## src/rtl/bhd_pkg.sv

```systemverilog
// Shared types and constants of the button hold and double-tap detector.
`default_nettype none

package bhd_pkg;

    // Detector phases; codes not listed behave as idle
    typedef enum logic [2:0] {
        PH_IDLE         = 3'd0,
        PH_TIMING       = 3'd1,
        PH_WAIT_RELEASE = 3'd2,
        PH_WINDOW       = 3'd3,
        PH_SECOND       = 3'd4
    } t_phase;

    // Register indexes, taken from address bit 2
    localparam logic REG_HOLD   = 1'b0;
    localparam logic REG_WINDOW = 1'b1;

    localparam logic [15:0] HOLD_RESET   = 16'd250;
    localparam logic [15:0] WINDOW_RESET = 16'd25;

    // Register contents handed to the state machine
    typedef struct packed {
        logic [15:0] hold_ticks;
        logic [15:0] window_ticks;
    } t_cfg;

    // One result word; press_indicator in the lowest bit
    typedef struct packed {
        logic double_ignored_pulse;
        logic channel_cycle_pulse;
        logic factory_reset_pulse;
        logic press_indicator;
    } t_result;

endpackage

`default_nettype wire

```

## src/rtl/button_hold_and_double_tap_detector_top.sv

```systemverilog
// Top level of the button hold and double-tap detector.
// Usage:
//   Slave stream: one word per 20 ms poll tick; s_axis_tdata bit 0 is the pin
//   level (0 pressed), bit 1 the AP-mode flag.
//   Master stream: exactly one result word per input word; m_axis_tdata bit 0
//   press indicator, bit 1 factory reset, bit 2 channel cycle, bit 3 ignored
//   double press.
//   APB-style port: hold_ticks at address 0, window_ticks at address 4; write
//   only while no words are in flight. pready is always high.
// Path: an accepted word goes through the input register, then through the
// state machine into the result register.
// Throughput: one word per cycle unless m_axis_tready is held low.
// Reset: phase idle, tick count zero, registers at 250 and 25, both stream
// stages empty.
// Stall: when m_axis_tready is low the result register holds its word, the
// input register keeps one more word, and s_axis_tready drops once both are
// full.
`default_nettype none

module button_hold_and_double_tap_detector_top
    import bhd_pkg::*;
(
    input  wire logic        i_clk,
    input  wire logic        i_rst_n,
    // APB-style configuration
    input  wire logic        psel,
    input  wire logic        penable,
    input  wire logic        pwrite,
    input  wire logic [2:0]  paddr,
    input  wire logic [31:0] pwdata,
    output logic      [31:0] prdata,
    output logic             pready,
    // Input stream
    input  wire logic        s_axis_tvalid,
    output logic             s_axis_tready,
    input  wire logic [7:0]  s_axis_tdata,  // [0] pin_level, [1] ap_mode
    // Result stream
    output logic             m_axis_tvalid,
    input  wire logic        m_axis_tready,
    output logic      [7:0]  m_axis_tdata   // [0] press_indicator,
                                            // [1] factory_reset_pulse,
                                            // [2] channel_cycle_pulse,
                                            // [3] double_ignored_pulse
);

    t_cfg    cfg;
    t_result result;
    logic    r_in_valid;
    logic    r_pin_level;
    logic    r_ap_mode;
    logic    r_out_valid;
    t_result r_out;
    logic    advance;
    logic    step;

    bhd_cfg u_cfg (
        .i_clk   (i_clk),
        .i_rst_n (i_rst_n),
        .psel    (psel),
        .penable (penable),
        .pwrite  (pwrite),
        .paddr   (paddr),
        .pwdata  (pwdata),
        .prdata  (prdata),
        .pready  (pready),
        .o_cfg   (cfg)
    );

    // Result register frees up when empty or taken this cycle
    assign advance       = !r_out_valid || m_axis_tready;
    assign s_axis_tready = !r_in_valid || advance;
    assign step          = r_in_valid && advance;

    // Input register
    always_ff @(posedge i_clk) begin
        if (!i_rst_n) begin
            r_in_valid <= 1'b0;
        end else if (s_axis_tready) begin
            r_in_valid <= s_axis_tvalid;
        end
    end

    always_ff @(posedge i_clk) begin
        if (s_axis_tvalid && s_axis_tready) begin
            r_pin_level <= s_axis_tdata[0];
            r_ap_mode   <= s_axis_tdata[1];
        end
    end

    bhd_fsm u_fsm (
        .i_clk       (i_clk),
        .i_rst_n     (i_rst_n),
        .i_step      (step),
        .i_pin_level (r_pin_level),
        .i_ap_mode   (r_ap_mode),
        .i_cfg       (cfg),
        .o_result    (result)
    );

    // Result register
    always_ff @(posedge i_clk) begin
        if (!i_rst_n) begin
            r_out_valid <= 1'b0;
        end else if (advance) begin
            r_out_valid <= r_in_valid;
        end
    end

    always_ff @(posedge i_clk) begin
        if (step) begin
            r_out <= result;
        end
    end

    assign m_axis_tvalid = r_out_valid;
    assign m_axis_tdata  = {4'd0, r_out};

endmodule

`default_nettype wire

```

## src/rtl/bhd_cfg.sv

```systemverilog
// Configuration registers behind the APB-style port.
`default_nettype none

module bhd_cfg
    import bhd_pkg::*;
(
    input  wire logic        i_clk,
    input  wire logic        i_rst_n,
    input  wire logic        psel,
    input  wire logic        penable,
    input  wire logic        pwrite,
    input  wire logic [2:0]  paddr,
    input  wire logic [31:0] pwdata,
    output logic      [31:0] prdata,
    output logic             pready,
    output t_cfg             o_cfg
);

    logic [15:0] r_hold;
    logic [15:0] r_window;
    logic        wr_en;

    assign pready = 1'b1;
    assign wr_en  = psel && penable && pwrite;

    // Write on the access cycle
    always_ff @(posedge i_clk) begin
        if (!i_rst_n) begin
            r_hold   <= HOLD_RESET;
            r_window <= WINDOW_RESET;
        end else if (wr_en) begin
            if (paddr[2] == REG_WINDOW) begin
                r_window <= pwdata[15:0];
            end else begin
                r_hold <= pwdata[15:0];
            end
        end
    end

    // Read back, zero extended
    always_comb begin
        if (paddr[2] == REG_WINDOW) begin
            prdata = {16'd0, r_window};
        end else begin
            prdata = {16'd0, r_hold};
        end
    end

    assign o_cfg.hold_ticks   = r_hold;
    assign o_cfg.window_ticks = r_window;

endmodule

`default_nettype wire

```

## src/rtl/bhd_fsm.sv

```systemverilog
// Press timing state machine: phase, tick counter and result decode.
`default_nettype none

module bhd_fsm
    import bhd_pkg::*;
(
    input  wire logic i_clk,
    input  wire logic i_rst_n,
    input  wire logic i_step,
    input  wire logic i_pin_level,
    input  wire logic i_ap_mode,
    input  wire t_cfg i_cfg,
    output t_result   o_result
);

    t_phase      r_phase;
    t_phase      n_phase;
    logic [15:0] r_count;
    logic [15:0] n_count;
    logic [15:0] count_inc;
    logic        pressed;

    assign pressed   = !i_pin_level;
    // Saturating tick count
    assign count_inc = (r_count == 16'hFFFF) ? r_count : r_count + 16'd1;

    // Advance state once per word
    always_ff @(posedge i_clk) begin
        if (!i_rst_n) begin
            r_phase <= PH_IDLE;
            r_count <= 16'd0;
        end else if (i_step) begin
            r_phase <= n_phase;
            r_count <= n_count;
        end
    end

    // Next state and result for the current word
    always_comb begin
        n_phase  = r_phase;
        n_count  = r_count;
        o_result = '0;
        case (r_phase)
            PH_TIMING: begin
                if (pressed) begin
                    n_count                  = count_inc;
                    o_result.press_indicator = 1'b1;
                    if (count_inc >= i_cfg.hold_ticks) begin
                        o_result.factory_reset_pulse = 1'b1;
                        n_phase                      = PH_WAIT_RELEASE;
                    end
                end else begin
                    n_phase = PH_WINDOW;
                    n_count = 16'd0;
                end
            end
            PH_WAIT_RELEASE: begin
                if (!pressed) begin
                    n_phase = PH_IDLE;
                end
            end
            PH_WINDOW: begin
                n_count = count_inc;
                if (count_inc >= i_cfg.window_ticks) begin
                    n_phase = PH_IDLE;
                end else if (pressed) begin
                    n_phase = PH_SECOND;
                end
            end
            PH_SECOND: begin
                if (!pressed) begin
                    o_result.channel_cycle_pulse  = i_ap_mode;
                    o_result.double_ignored_pulse = !i_ap_mode;
                    n_phase                       = PH_IDLE;
                end
            end
            default: begin
                n_phase = PH_IDLE;
                if (pressed) begin
                    n_count                  = 16'd0;
                    o_result.press_indicator = 1'b1;
                    // A zero hold fires on the press tick itself
                    if (i_cfg.hold_ticks == 16'd0) begin
                        o_result.factory_reset_pulse = 1'b1;
                        n_phase                      = PH_WAIT_RELEASE;
                    end else begin
                        n_phase = PH_TIMING;
                    end
                end
            end
        endcase
    end

endmodule

`default_nettype wire

```

## config.mk

```make
export PLATFORM = sky130hd
export DESIGN_NAME = button_hold_and_double_tap_detector_top
export DESIGN_NICKNAME = d
export VERILOG_FILES = /design/src/rtl/bhd_pkg.sv /design/src/rtl/button_hold_and_double_tap_detector_top.sv /design/src/rtl/bhd_cfg.sv /design/src/rtl/bhd_fsm.sv
export SDC_FILE = /design/constraint.sdc
export NUM_CORES = 1
export LEC_CHECK = 0
export BUFFER_PORTS_ARGS = -buffer_cell sky130_fd_sc_hd__buf_2
export CORE_ASPECT_RATIO = 0.7
export CORE_UTILIZATION = 30
export CTS_CLUSTER_DIAMETER = 150
export DETAILED_ROUTE_END_ITERATION = 16
export GPL_TIMING_DRIVEN = 0
export SETUP_SLACK_MARGIN = 0.4
export SYNTH_ARGS = -nofsm -noshare
export SYNTH_HDL_FRONTEND = slang
export SYNTH_HIERARCHICAL = 1
export SYNTH_SLANG_ARGS = --single-unit
```

## constraint.sdc

```tcl
create_clock -name i_clk -period 4.45 [get_ports i_clk]
set_input_delay 0.445 -clock i_clk [delete_from_list [all_inputs] [get_ports i_clk]]
set_output_delay 0.445 -clock i_clk [all_outputs]
set_load 0.02 [all_outputs]
```

Yosys cells after proc, flatten, opt, wreduce, memory -nomap -nowiden --
Cells that the tools add are included.
Storage, ports and cells: bits in writable memories 0, word-level logic and storage cells 61, bits in latches 0, output and inout port bits 43, memories kept 0, bits in read-only memories 0, register bits 59
Cells by class: $lt $le $gt $ge 2, equal/unequal tests 9, reduce and logical (&&, ||, !) cells 17, shift-type cells 0, bitwise logic cells 2, add/sub/neg operators 1, multiply operators 0, multiplexer cells 18, divide/modulo/power cells 0
Operators by type and width (count):
- $mux W16 | 4
- $pmux W16 S3 | 1
- $ge A16 B16 Y1 | 2
- $mux W3 | 6
- $add A16 B1 Y16 const B | 1
- $eq A16 B16 Y1 const B | 1
- $logic_not A16 Y1 | 1
- $pmux W3 S3 | 1
- $eq A3 B2 Y1 const B | 2
- $mux W2 | 3
- $ne A3 B2 Y1 const B | 2
- $reduce_and A2 Y1 | 3
- $logic_and A1 B1 Y1 | 4
- $pmux W2 S2 | 1
- $reduce_and A4 Y1 | 1
- $eq A3 B1 Y1 const B | 1
- $eq A3 B3 Y1 const B | 1
- $logic_not A1 Y1 | 3
- $ne A3 B1 Y1 const B | 1
- $reduce_and A3 Y1 | 1
- $reduce_or A3 Y1 | 1
- $logic_or A1 B1 Y1 | 2
- $mux W1 | 2
- $ne A2 B1 Y1 const B | 1
- other kinds (2) | 3

Depth between registers and ports, before layout --
word-level depth 6, mapped depth 15

Modules after synthesis --
Netlist, hierarchy kept.
By module, submodules not included:
- bhd_fsm | instances 1, area an instance 2228.4 um^2, cells each 291, seq. area each 380.4 um^2
- bhd_cfg | instances 1, area an instance 1627.8 um^2, cells each 165, seq. area each 640.6 um^2
- button_hold_and_double_tap_detector_top | instances 1, area an instance 317.8 um^2, cells each 20, seq. area each 220.2 um^2

Worst setup path before layout --
OpenSTA, ideal clock, no wires.
path type flip-flop to flip-flop, start point register u_fsm.r_count[6], end point register u_fsm.r_phase[1], setup slack 1260 ps, cell stages (with the launch flop) 15, setup time 79 ps, arrival 3111 ps, period minus slack after synthesis 3190 ps, cell sequence dfxtp_1 -> buf_4 -> and4_1 -> buf_4 -> nand4_1 -> nor2_2 -> nand3_1 -> mux2_1 -> ha_1 -> nand4_1 -> or3_4 -> a2111oi_4 -> o41ai_2 -> a41o_2 -> a211oi_2
Between the ends: cells in the longest elaborated chain, start to end 5, elaborated cells on any way between the ends 10, classes of those cells add/sub (1); order compare (2); eq/ne (3); mux (3); reduce/logical (1)
Ends and longest elaborated chain:
- start: declaration | line bhd_fsm.sv:18 | logic [15:0] r_count;
- start signal: assignment | line bhd_fsm.sv:34 | r_count <= n_count;
- $add A16 B1 Y16 / $eq A16 B16 Y1 (equally long branches) | line bhd_fsm.sv:25 | assign count_inc = (r_count == 16'hFFFF) ? r_count : r_count + 16'd1;
- $mux W16 (*) | line bhd_fsm.sv:25
- $ge A16 B16 Y1, on equally long branches | line bhd_fsm.sv:64, bhd_fsm.sv:48
- $ne A3 B2 Y1 (no source line) / $mux W3 (equally long branches)
- $reduce_and A4 Y1 (no source line) / $pmux W3 S3 (equally long branches)
- end signal: assignment | line bhd_fsm.sv:33 | r_phase <= n_phase;
- end: declaration | line bhd_fsm.sv:16 | t_phase r_phase;
Every way passes the cells marked *; elsewhere a longest branch is shown, timed or not. A chain may end at the register's enable or synchronous reset.

Worst setup path after layout --
start point register u_fsm.r_count[3], end point register u_fsm.r_phase[1]
The elaborated chain is that of the path after synthesis.

==> results.cfg <==
[place]
post_dp_cell_area_sq_um = 4700
port_buffers = 46
gp_congestion = 0.844
hpwlAfterDp_um = 8910

[global_routing]
grt_max_degree = 11
grt_usage = 0.172
grt_pass1_vias = 3590
overflow = 0
antenna_found_initial = 0
grt_pass1_wl_um = 18700

[synthesis]
yosysSeqAreaShare = 0.297
ys_warn_count = 6
async_flop_share = 0
yosysUniqueCellTypes = 65
yosys_register_bits = 59
synth_area_leaders = dfxtp_1 (25%), ha_1 (9.9%), mux2i_1 (7.9%)
yosysTopAreaCell = dfxtp_1
synth_top_area_share = 0.254
synth_cells = 476
synth_area_sq_um = 4170
postSynth.topFlopCell = dfxtp_1
postSynthAreaPerCell_sq_um = 8.77
synth_edf_count = 6

[min_path]
hold_class = input port to flip-flop

[floorplanning]
num_rows = 35
die_w_um = 143
core-area_sq_um = 13400
die_y_um = 101
initial_utilization = 0.313
die_area_sq_um = 14400
ioPinCount = 93

[worst_setup_path]
cp-start-kind = flip-flop
critPathKind = flip-flop to flip-flop
end_kind = flip-flop
required_ns = 4.71
path_cells = and3_1 > nand4_1 > nor2_2 > nand3_1 > mux2_1 > ha_1 > nand4_1 > or3_4 > a2111oi_4 > o41ai_2 > a41o_2 > a211oi_2
crit_buf_inv = 0
crit_fanout = 6
worstPathArrival_ns = 4.03
crit_top_cell = nand4_1
critical_path.slowest_cell = dfxtp_1
crit_family = simple AND/OR/NAND/NOR gates
cp_slowest_stage_delay_ns = 0.51

[outcome]
status = completed

[clock_network]
cts_root_buf = clkbuf_16
cts_max_level = 3
clk_latency_ns = 0.34
clk_pin_slew_ns = 0.05
cts.sinks = 59
cts_hold_buf = 0
cts_made_buffers = 9
cts_tree = done
cts.repair.resized = 0
clock_path_buffers = 2
post-cts-setup-buffer-count = 0

[routing]
wl_um = 11400
drt-initial-drc-count = 315
postRouteAntennaNets = 0
firstDrtPassIters = 5
routed_via_density = 5.01
vias = 3714
wl_per_cell_um = 15.4
drc_errors = 0

[job]
maxCapViolations = 0

[finish]
syn_to_final_growth_pct = 20.3
final_area_sq_um = 5020
nets = 634
layout-drive-gt1-share = 0.241
insertedDiodeCount = 0
final_util = 0.376
fillers = 1377

[timing]
max_slew_margin = 0.478
worstMarginPinSlew_ns = 0.784
period_needed_ns = 3.78
skew_ns = 0.00619
rsz0062_at_grt = false
finalCritPeriodShare = 0.849
fmax_ghz = 0.265
drv_slew = 0
hold_violations = 0
fin_setup_tns_ns = 0
finalSetupViolCount = 0

[power]
ir_drop_uv = 175
power-per-cell-area_nw_per_um2 = 293
p_leak_nw = 2.37
-- per-stage QoR --
stage / hold WS, ns / cells / power, mW / worst slack [ns]
floorplan: 0.448 / 494 / 0.684 / 1.26
global placement: 0.463 / 725 / 0.729 / 0.815
detailed placement: 0.473 / 725 / 0.734 / 0.734
CTS: 0.274 / 741 / 1.48 / 0.695
global route: 0.269 / 741 / 1.52 / 0.452
finish: 0.277 / 741 / 1.47 / 0.674
-- worst reg2reg max path: stages (launching register included) --
cell and delay (ns):
dfxtp_1 0.51, and3_1 0.31, nand4_1 0.23, nor2_2 0.25
nand3_1 0.14, mux2_1 0.40, ha_1 0.31, nand4_1 0.15
or3_4 0.46, a2111oi_4 0.35, o41ai_2 0.11, a41o_2 0.27
a211oi_2 0.23
-- final cells by class --
class	count	area [sq um]	area share
timing repair buffer	46	230	0.0459
buffer	42	293	0.0583
clock inverter	1	30.0	0.00598
inverter	42	158	0.0314
clock buffer	15	288	0.0573
sequential	59	1240	0.247
tap	185	231	0.0461
multi-input combinational	351	2550	0.508
-- synthesized netlist by cell type (5+ instances only) --
library cell,n
nor2b_1,18
buf_4,25
mux2_2,17
dfxtp_1,53
nor2_1,15
o21ai_0,14
mux2i_1,33
inv_1,42
ha_1,33
o21a_1,7
buf_2,8
nand2b_1,5
a31oi_1,10
xor2_1,5
edfxtp_1,6
nand3_1,8
xnor2_1,9
nor4_1,5
nor3_1,5
nand2_1,60
nand4_1,9
a21oi_1,20
-- placed cells by master (no fill, tap or decap), types with 10 or more instances in the layout --
cell type / Yosys / routed
a21oi_1: 20 / 20
a31oi_1: 10 / 10
buf_2: 8 / 54
buf_4: 25 / 25
conb_1: 3 / 21
dfxtp_1: 53 / 53
ha_1: 33 / 33
inv_1: 42 / 42
mux2_2: 17 / 17
mux2i_1: 33 / 33
nand2_1: 60 / 60
nor2_1: 15 / 15
nor2b_1: 18 / 18
o21ai_0: 14 / 14
-- state kept, by name, summed over array words and instances (netlist names), 3 cells and up --
signal,cells
u_cfg/r_hold,16
u_cfg/r_window,16
u_fsm/r_count,16
m_axis_tdata,4
u_fsm/r_phase,3
-- power by group --
group | switching, mW | internal, mW
clock network | 0.253 | 0.495
registers | 0.00993 | 0.549
logic | 0.0997 | 0.0659
-- final timing paths --
| path | start | end | slack, ns | depth (start not counted) |
|---|---|---|---|---|
| worst max-delay path | u_fsm/r_count[3] | u_fsm/r_phase[1] | 0.67 | 12 |
| worst min-delay path | s_axis_tdata[0] | r_pin_level | 0.28 | 1 |
| worst max register to register | u_fsm/r_count[3] | u_fsm/r_phase[1] | 0.67 | 12 |
| worst min register to register | u_cfg/r_window[14] | u_cfg/r_window[14] | 0.48 | 2 |
-- per-layer routing --
layer,vias to the layer above,track usage,share of wire
met4,0,0.0488,0.012
met1,1779,0.244,0.51
met5,-,0,0
met2,130,0.254,0.41
li1,1789,-,-
met3,16,0.0418,0.071
-- logic make-up after synthesis --
kind of cell / synth area share
AO/OA/AOI/OAI: 0.134
XOR/XNOR: 0.0294
adder cells (fa/ha/maj): 0.0989
buffers and inverters: 0.108
flip-flops: 0.297
multiplexers: 0.128
other: 0.00270
AND/OR/NAND/NOR: 0.202
Power figures use the tool's default switching activity.
